<file path="src/design/iaht_pkg.sv">
`default_nettype none

package iaht_pkg;

  localparam int BUCKETS = 256;
  localparam int WAYS    = 4;
  localparam int ADDR_W  = 32;
  localparam int BKT_W   = $clog2(BUCKETS);
  localparam int WAY_W   = (WAYS > 1) ? $clog2(WAYS) : 1;
  localparam int FILL_W  = $clog2(WAYS + 1);

  localparam logic CMD_INSERT = 1'b0;
  localparam logic CMD_LOOKUP = 1'b1;

  localparam logic [1:0] STS_INSERTED = 2'd0;
  localparam logic [1:0] STS_FULL     = 2'd1;
  localparam logic [1:0] STS_HIT      = 2'd2;
  localparam logic [1:0] STS_MISS     = 2'd3;

  typedef struct packed {
    logic              command;
    logic [ADDR_W-1:0] address;
  } in_item_t;

  typedef struct packed {
    logic [1:0] status;
    logic       present;
  } out_item_t;

  typedef logic [WAYS-1:0][ADDR_W-1:0] row_t;

endpackage

`default_nettype wire

</file>
<file path="src/design/iaht_match.sv">
`default_nettype none

module iaht_match
  import iaht_pkg::*;
(
  input  row_t              row,
  input  logic [FILL_W-1:0] fill,
  input  logic [ADDR_W-1:0] address,
  output logic              hit
);

  // only filled ways take part in the compare
  always_comb begin
    hit = 1'b0;
    for (int w = 0; w < WAYS; w++) begin
      if ((FILL_W'(w) < fill) && (row[w] == address)) begin
        hit = 1'b1;
      end
    end
  end

endmodule

`default_nettype wire
</file>
<file path="config.mk">
export PLATFORM = sky130hd
export DESIGN_NAME = iaht_match
export DESIGN_NICKNAME = d
export VERILOG_FILES = /design/src/design/iaht_pkg.sv /design/src/design/iaht_match.sv
export SDC_FILE = /design/constraint.sdc
export NUM_CORES = 1
export LEC_CHECK = 0
export BUFFER_PORTS_ARGS = -buffer_cell sky130_fd_sc_hd__buf_2
export CORE_UTILIZATION = 36
export DETAILED_ROUTE_END_ITERATION = 10
export PLACE_DENSITY = 0.85
export SYNTH_ARGS = -nofsm -noshare
export SYNTH_HDL_FRONTEND = slang
export SYNTH_SLANG_ARGS = --single-unit
export TNS_END_PERCENT = 30
</file>
<file path="constraint.sdc">
create_clock -name vclk -period 1.1
set_input_delay 0 -clock vclk [all_inputs]
set_output_delay 0 -clock vclk [all_outputs]
set_load 0.05 [all_outputs]
</file>
# After elaboration in Yosys (flattened, before gate mapping)
# Cells that the tools add are included.
dict set report totals {
  input_bits 163
  word_cells 16
  ff_bits 0
}
dict set report op_classes {
  eq_ne 4
  n_lt_le_gt_ge 4
  n_reduce_logical 4
  n_mux 4
}
# cell n
set ops {}
lappend ops {{32-bit equality test} 4}
lappend ops {{1-bit by 3-bit < comparator with 1-bit output (first input constant)} 2}
lappend ops {{2-bit by 3-bit < comparator with 1-bit output (first input constant)} 2}
lappend ops {{1-bit logical AND} 4}
lappend ops {{1-bit two-way mux} 4}

# Depth between registers and ports, before layout
# Gate-level depths: netlist (run 1).
dict set report depth {
  word_depth 6
  mapped_depth 5
  ltp_nobuf 5
}

# Least setup slack after synthesis (run 1)
# No wires, ideal clock.
dict set report synth_path {
  path_kind {input-to-output}
  start {in address[20]}
  end {out hit}
  path_buffers 0
  slack_ns -0.078
  path_stages 5
  arrival_ns 1.178
  path_cell_list {xor2_1 -> nor4_1 -> nand4_1 -> nor4_1 -> or4_1}
}
dict set report synth_between {
  elab_chain_cells 6
  elab_cells_between_ends 12
  classes_between {eq/ne (4); mux (4); reduce/logical (4)}
}
# element line
set synth_rtl {}
lappend synth_rtl {{start, declared} iaht_match.sv:8} ;# input logic [ADDR_W-1:0] address,
lappend synth_rtl {{32-bit equality test} iaht_match.sv:16} ;# if ((FILL_W'(w) < fill) && (row[w] == address)) begin
lappend synth_rtl {{1-bit logical AND} iaht_match.sv:16}
lappend synth_rtl {{1-bit two-way mux (3 in series)} iaht_match.sv:16}
lappend synth_rtl {{1-bit two-way mux (*)} iaht_match.sv:16}
lappend synth_rtl {{end, declared} iaht_match.sv:9} ;# output logic hit
# Every way passes the cells marked *; elsewhere a longest branch is shown, timed or not.

# Final worst setup path (run 1)
dict set report layout_path {
  start {in address[29]}
  end {out hit}
}
# The elaborated chain is that of the path after synthesis.

==> impl_metrics.csv, run 1 <==
group,metric,value,unit
run_status,outcome,"complete, but fails checks",
run_status,violations,"setup timing",
logic_synthesis,syn_inst,178,
finish,antennaDiodeCount,0,
floorplan,die_w,64.89,µm
finish,area_growth_syn_to_layout,105.0,%
place,dp.cells,422,
sta,whs,0.7559,ns
hold_path,hold_path_depth,5,
global_route,grt_pass1_vias,2284,
sta,timing.final.crit_period,1.411,ns
setup_path,crit_slowest_cell,"or4_4",
clock_tree,post-cts-setup-buffers,0,
sta,setup_viol,1,
route,drc,0,
setup_path,slowest_delay,0.53,ns
logic_synthesis,synth_fp_nets,341,
job,cap_violations,0,
global_route,antenna_found_initial,0,
finish,fillers,282,
setup_path,path_max_fanout,4,
floorplan,fp-row-count,22,
route,routed_wirelength,7220,µm
setup_path,critPathBufInv,2,
logic_synthesis,synth_cell_type_count,12,
sta,rsz0062_at_grt,"yes",
route,wl_per_cell,17.15,µm
global_route,grt_max_degree,5,
place,port_buffers,164,
hold_path,hp-class,"in -> out",
finish,final_cell_mix,"141 x buf_2, 106 x xor2_1, 32 x buf_4",
place,place_congestion,0.8566,
setup_path,cp_top_family,"simple AND/OR/NAND/NOR gates",
sta,final-hold-violation-count,0,
route,viasPerCell,5.128,
setup_path,setup.worst_path.end_class,"output pin",
setup_path,cp_data_required_time,1.10,ns
route,dr.pass1.iters,4,
finish,fin_nets,538,
setup_path,critPathLaunchType,"input pin",
logic_synthesis,yosys.area.top_type,"xor2_1",
route,ant_nets,0,
pwr,ir_worst_vdd,0.3210,mV
setup_path,worstPathArrival,1.41,ns
route,num_vias,2159,
global_route,grt_util_all_layers,0.3297,
logic_synthesis,synth_area_per_cell,7.999,µm²
floorplan,floorplan.initialDensity,0.3832,
finish,stdcell_count,421,
sta,worst_pin_slew,0.4659,ns
finish,clock_buffers,0,
sta,slew_headroom,0.6854,
finish,seq_area,0,µm²
setup_path,cp.depth,7,
route,drt_iter0_markers,92,
place,place_hpwl,5753,µm
setup_path,path_class,"in -> out",
finish,final_common_cell,"buf_2",
logic_synthesis,synthTopCellsByArea,"xor2_1 73%, nor4_1 12%, xnor2_1 6.2%, nand4_1 2.6%, nor3_1 2.1%",
floorplan,die_area,0.004211,mm²
floorplan,io_pins,164,
sta,finalMaxSlewViolations,0,
clock_tree,holdBufCountCts,0,
global_route,grt_pass1_wl,10500,µm
global_route,grt-ovfl-total,0,
setup_path,path_cells,"buf_2 > xor2_1 > nor4_1 > nand4_1 > nor4_2 > or4_4 > buf_8",
logic_synthesis,netlist_area,0.001424,mm²
place,dp_slack,-0.5958,ns
logic_synthesis,ys.warnings.count,0,
sta,fmax,708.9,MHz
logic_synthesis,ys_seq_area_frac,0,
pwr,p_per_area,382.8,mW/mm²
pwr,p_leak,0.001429,µW
sta,fin_ws,-0.3107,ns
sta,period_share,1.282,
finish,drive_gt1_frac,0.6086,
floorplan,die_h,64.89,µm
logic_synthesis,synth_top_area_share,0.7258,
finish,nFlopsAndLatches,0,
floorplan,coreArea,0.003716,mm²
[metal layers]
| layer | part of all wire | global-route usage |
|---|---|---|
| met2 | 0.53 | 0.6224 |
| met5 | 0 | 0 |
| met3 | 0.091 | 0.06162 |
| met1 | 0.34 | 0.3557 |
| met4 | 0.036 | 0.1250 |
[cell usage after synthesis]
cell type,instances
o311ai_0,1
nand4_1,6
nor3_1,6
o21ai_0,1
nand3_1,4
nand3_2,1
nor4_1,28
a21oi_1,1
xor2_1,118
or4_1,1
xnor2_1,10
nor2_1,1
[layout make-up]
type | count | area, µm² | area share
multi-input cells | 178 | 1658 | 0.5679
well taps | 48 | 60.06 | 0.02057
repair buffers | 195 | 1201 | 0.4115
[final timing paths]
| check | from | end | slack (ns) |
|---|---|---|---|
| hold / removal | fill[0] | hit | 0.76 |
| setup / recovery | address[29] | hit | -0.31 |
[stage by stage]
stage	instance area, µm²	util	power, µW	TNS (ns)
after CTS	2867	0.7714	1066	-0.2436
after floorplan	1428	-	346.8	0
final	2919	0.7855	1117	-0.3107
after global placement	2549	0.6859	912.7	-0.5694
after detailed placement	2549	0.6859	934.4	-0.5958
after global routing	2919	0.7855	1189	-0.3760
[logic make-up after synthesis]
logic type,Yosys count,synth area share
AND/OR/NAND/NOR,47,0.1995
XOR/XNOR,128,0.7873
AO/OA/AOI/OAI,3,0.01318
[repair_timing]
item	in CTS	in global routing
resized for setup	70	9
pin swaps	37	2
hold endpoints to repair	0	0
endpoints found under the setup margin	1	1
[report_power, final]
| group | leakage (µW) | internal (µW) | total, µW | switching (µW) |
|---|---|---|---|---|
| Sequential | 0 | 0 | 0 | 0 |
| Combinational | 0.00143 | 583 | 1120 | 534 |
| Clock | 0 | 0 | 0 | 0 |
Power figures use the tool's default switching activity.
==> inputs of run 2 (changes only) <==
--- a/config.mk
+++ b/config.mk
@@ -9,6 +9,7 @@
 export CORE_UTILIZATION = 36
 export DETAILED_ROUTE_END_ITERATION = 10
 export PLACE_DENSITY = 0.85
+export SETUP_SLACK_MARGIN = 0.4
 export SYNTH_ARGS = -nofsm -noshare
 export SYNTH_HDL_FRONTEND = slang
 export SYNTH_SLANG_ARGS = --single-unit
==> constraint.sdc (replaced) <==
create_clock -name vclk -period 1.3
set_input_delay 0 -clock vclk [all_inputs]
set_output_delay 0 -clock vclk [all_outputs]
set_load 0.05 [all_outputs]
==> run 2 against run 1 <==
  * The run still ends with setup timing left
  * Sequential share of layout area did not move
  * Via count down 5.5%
  * Largest cell class unchanged
  * Routed wire length down 10%
==> impl_metrics.csv, run 2 (synthesis gave the netlist of run 1 again) <==
group,metric,value,unit
finish,drive_gt1_frac,0.5651,
hold_path,hp-start,"fill[2]",
sta,period_share,1.075,
route,wl_per_cell,15.87,µm
setup_path,path_class,"in -> out",
place,place_hpwl,5390,µm
pwr,ir_worst_vdd,0.1738,mV
floorplan,die_area,0.004211,mm²
finish,fin_nets,526,
floorplan,io_pins,164,
global_route,grt_pass1_wl,9246,µm
setup_path,setup.worst_path.end_class,"output pin",
global_route,grt_max_degree,5,
setup_path,path_max_fanout,4,
sta,finalMaxSlewViolations,0,
sta,setup_viol,1,
route,routed_wirelength,6492,µm
run_status,outcome,"complete, but fails checks",
sta,slew_headroom,0.7582,
hold_path,hp-class,"in -> out",
finish,final_common_cell,"buf_2",
sta,worst_pin_slew,0.3594,ns
setup_path,cp_data_required_time,1.30,ns
place,port_buffers,164,
global_route,grt_pass1_vias,2036,
setup_path,worstPathArrival,1.40,ns
setup_path,critPathLaunchType,"input pin",
route,num_vias,2041,
global_route,grt_util_all_layers,0.2903,
floorplan,die_w,64.89,µm
sta,rsz0062_at_grt,"yes",
sta,final-hold-violation-count,0,
route,drt_iter0_markers,58,
setup_path,cp-startpoint,"address[8]",
finish,antennaDiodeCount,0,
finish,final_cell_mix,"151 x buf_2, 110 x xor2_1, 24 x buf_4",
sta,fin_ws,-0.09773,ns
sta,timing.final.crit_period,1.398,ns
finish,nFlopsAndLatches,0,
pwr,p_leak,0.001342,µW
finish,seq_area,0,µm²
finish,postLayoutCoreUtil,0.7269,
floorplan,coreArea,0.003716,mm²
route,drc,0,
finish,area_growth_syn_to_layout,89.72,%
floorplan,die_h,64.89,µm
place,place_congestion,0.8349,
sta,tns,-0.09773,ns
run_status,violations,"setup timing",
route,dr.pass1.iters,4,
job,cap_violations,0,
finish,clock_buffers,0,
global_route,grt-ovfl-total,0,
hold_path,hold_path_depth,5,
floorplan,fp-row-count,22,
pwr,p_per_area,317.4,mW/mm²
route,viasPerCell,4.990,
route,ant_nets,0,
sta,fmax,715.4,MHz
global_route,antenna_found_initial,0,
floorplan,floorplan.initialDensity,0.3832,
run 2: cell count changes in the layout (fill, tap and decap cells not counted), moves of 6 or more:
cell | previous run | this run
buf_2 | 141 | 151
buf_4 | 32 | 24
buf_6 | 20 | 5
nor4_1 | 13 | 20
nor4_2 | 14 | 7
xor2_2 | 10 | 4
run 2: final timing paths:
kind | slack (ns) | end
worst max-delay path | -0.1 | hit
worst min-delay path | 0.65 | hit
run 2: metal layers:
metal	global-route usage	up-vias	wire length [µm]
li1	-	979	-
met5	0	-	0
met3	0.03873	15	495
met4	0.04444	0	152
met2	0.5885	114	3511
met1	0.3145	933	2332
run 2: area by class of cell:
class	count	area (µm²)
Multi-Input combinational cell	178	1607
Tap cell	48	60.06
Fill cell	310	1015
Timing Repair Buffer	183	1035
run 2: critical path, cell delays in order:
cell,delay (ns)
buf_4,0.15
buf_4,0.13
xor2_1,0.15
nor4_1,0.29
nand3_1,0.18
nor3_2,0.21
or4_4,0.15
buf_8,0.14
run 2: power by group:
part	total [µW]	internal (µW)	switching, µW
Sequential	0	0	0
Clock	0	0	0
Combinational	857	444	413
run 2: through the flow:
stage | hold slack [ns] | std cells | area (µm²) | power (µW) | setup WS, ns
after detailed placement | 0.7523 | 409 | 2451 | 755.9 | -0.2988
final | 0.6540 | 409 | 2701 | 857.4 | -0.09773
after global placement | 0.7716 | 409 | 2451 | 740.4 | -0.3118
after floorplan | 0.4414 | 178 | 1428 | 293.4 | 0.3037
after CTS | 0.6507 | 409 | 2584 | 807.4 | -0.04734
after global routing | 0.6880 | 409 | 2701 | 923.3 | -0.1253
run 2: timing repair:
action / in CTS / in global routing
resized for setup: 27 / 20
setup buffers: 0 / 0
pin swaps: 12 / 12
hold buffers: 0 / 0
setup endpoints to repair: 1 / 1
==> inputs of run 3 (changes only) <==
==> constraint.sdc (replaced) <==
create_clock -name vclk -period 1.6
set_input_delay 0 -clock vclk [all_inputs]
set_output_delay 0 -clock vclk [all_outputs]
set_load 0.05 [all_outputs]
==> run 3 against run 2 <==
  * The run now ends clean
  * Non-clock buffer count shrank 15
  * Global-route usage shrank 0.49 points
  * Combinational power shrank 24%
  * Largest cell class unchanged
  * Highest routed layer unchanged
==> impl_metrics.csv, run 3 (synthesis gave the netlist of run 1 again) <==
group,metric,value,unit
place,place_hpwl,5268,µm
setup_path,critPathBufInv,3,
run_status,outcome,"finished clean",
pwr,clkPwrFrac,0,
setup_path,setup.worst_path.end_class,"output pin",
finish,area_growth_syn_to_layout,81.28,%
route,ant_nets,0,
place,dp.cells,392,
setup_path,path_max_fanout,4,
setup_path,cp.depth,8,
pwr,switching_share,0.4858,
finish,seq_area,0,µm²
route,routed_wirelength,6234,µm
route,drt_iter0_markers,47,
sta,worst_pin_slew,0.3794,ns
route,viasPerCell,4.926,
floorplan,die_area,0.004211,mm²
place,port_buffers,164,
pwr,power.total,655.4,µW
sta,final-hold-violation-count,0,
pwr,p_per_area,253.9,mW/mm²
global_route,grt_util_all_layers,0.2853,
sta,period_share,0.8490,
route,drc,0,
pwr,ir_worst_vdd,0.1627,mV
pwr,power_frac_seq,0,
route,wl_per_cell,15.82,µm
pwr,combPwrFrac,1.000,
floorplan,fp-row-count,22,
pwr,switchingPower,318.4,µW
place,place_congestion,0.8246,
global_route,grt_max_degree,5,
setup_path,cp-startpoint,"address[24]",
job,cap_violations,0,
setup_path,crit_end,"hit",
setup_path,crit_slowest_cell,"or4_4",
pwr,p_leak,0.001269,µW
setup_path,worstPathArrival,1.36,ns
global_route,grt_pass1_vias,1974,
global_route,grt_pass1_wl,9142,µm
setup_path,path_class,"in -> out",
sta,fmax,736.1,MHz
finish,antennaDiodeCount,0,
setup_path,slowest_delay,0.52,ns
sta,rsz0062_at_grt,"yes",
setup_path,critical_path.most_common_cell,"buf_4",
setup_path,cp_data_required_time,1.60,ns
hold_path,hp-class,"in -> out",
pwr,intPower,337.0,µW
global_route,antenna_found_initial,0,
finish,nFlopsAndLatches,0,
setup_path,path_cells,"buf_4 > xor2_2 > nor4_2 > buf_4 > nand4_1 > nor3_2 > or4_4 > buf_8",
finish,fin_nets,511,
setup_path,critPathLaunchType,"input pin",
route,met2_length,3260,µm
finish,final_common_cell,"buf_2",
route,met1_length,2364,µm
floorplan,die_h,64.89,µm
sta,timing.final.crit_period,1.358,ns
route,dr.pass1.iters,4,
finish,stdcell_count,394,
finish,clock_buffers,0,
floorplan,floorplan.initialDensity,0.3832,
floorplan,io_pins,164,
finish,drive_gt1_frac,0.5578,
global_route,grt-ovfl-total,0,
sta,finalMaxSlewViolations,0,
route,num_vias,1941,
setup_path,cp_top_family,"simple AND/OR/NAND/NOR gates",
route,dr_wl_met3,481,µm
finish,final_cell_mix,"147 x buf_2, 107 x xor2_1, 18 x nor4_1",
floorplan,die_w,64.89,µm
sta,tns,0,ns
route,dr.max_layer_used,"met4",
sta,slew_headroom,0.7448,
floorplan,coreArea,0.003716,mm²
sta,setup_viol,0,
run 3: cell count changes in the layout (fill, tap and decap cells not counted), moves of 2 or more:
cell / delta
nor4_1: -2
xor2_2: +7
buf_4: -13
xor2_1: -3
nor4_2: +3
buf_6: +3
xor2_4: -4
buf_2: -4
run 3: how the worst min path moves through the flow:
stage,from,end,slack [ns],cells past startpoint
floorplan,fill[2],hit,0.59,3
global placement,fill[2],hit,0.72,5
detailed placement,fill[2],hit,0.74,5
CTS,fill[2],hit,0.67,5
global route,fill[0],hit,0.70,5
finish,fill[0],hit,0.67,5
run 3: stage by stage:
stage               hold WS (ns)  setup slack [ns]  utilization  area, µm²
floorplan                 0.5863            0.4216            -       1424
global placement          0.7194           0.04452       0.6242       2320
detailed placement        0.7360           0.04731       0.6242       2320
CTS                       0.6730            0.2581       0.6700       2490
global route              0.7018            0.1818       0.6946       2581
finish                    0.6715            0.2415       0.6946       2581
run 3: tightest hold or removal path, cell delays in order:
cell and delay, ns:
buf_2 0.10, o311ai_1 0.11, nor3_2 0.18, or4_4 0.15, buf_8 0.13
run 3: routing by layer:
metal  up-vias  GRT usage
met1       878     0.3173
met3        10    0.04401
li1        950          -
met4         0    0.05000
met5         -          0
met2       103     0.5612
run 3: power by group through the flow:
stage	clock (µW)	combinational, µW	sequential, µW
finish	0	655	0
floorplan	0	238	0
global placement	0	573	0
CTS	0	630	0
global route	0	710	0
detailed placement	0	579	0
run 3: layout make-up:
type | count | area (µm²)
well taps | 48 | 60.06
repair buffers | 168 | 938.4
fillers | 329 | 1135
multi-input cells | 178 | 1583
run 3: timing repair:
item / CTS / global route
pin swaps: 25 / 11
endpoints found under the hold margin: 0 / 0
gates resized for setup: 36 / 16
buffers inserted: 2 / 0
hold buffers: 0 / 0
endpoints found under the setup margin: 1 / 1
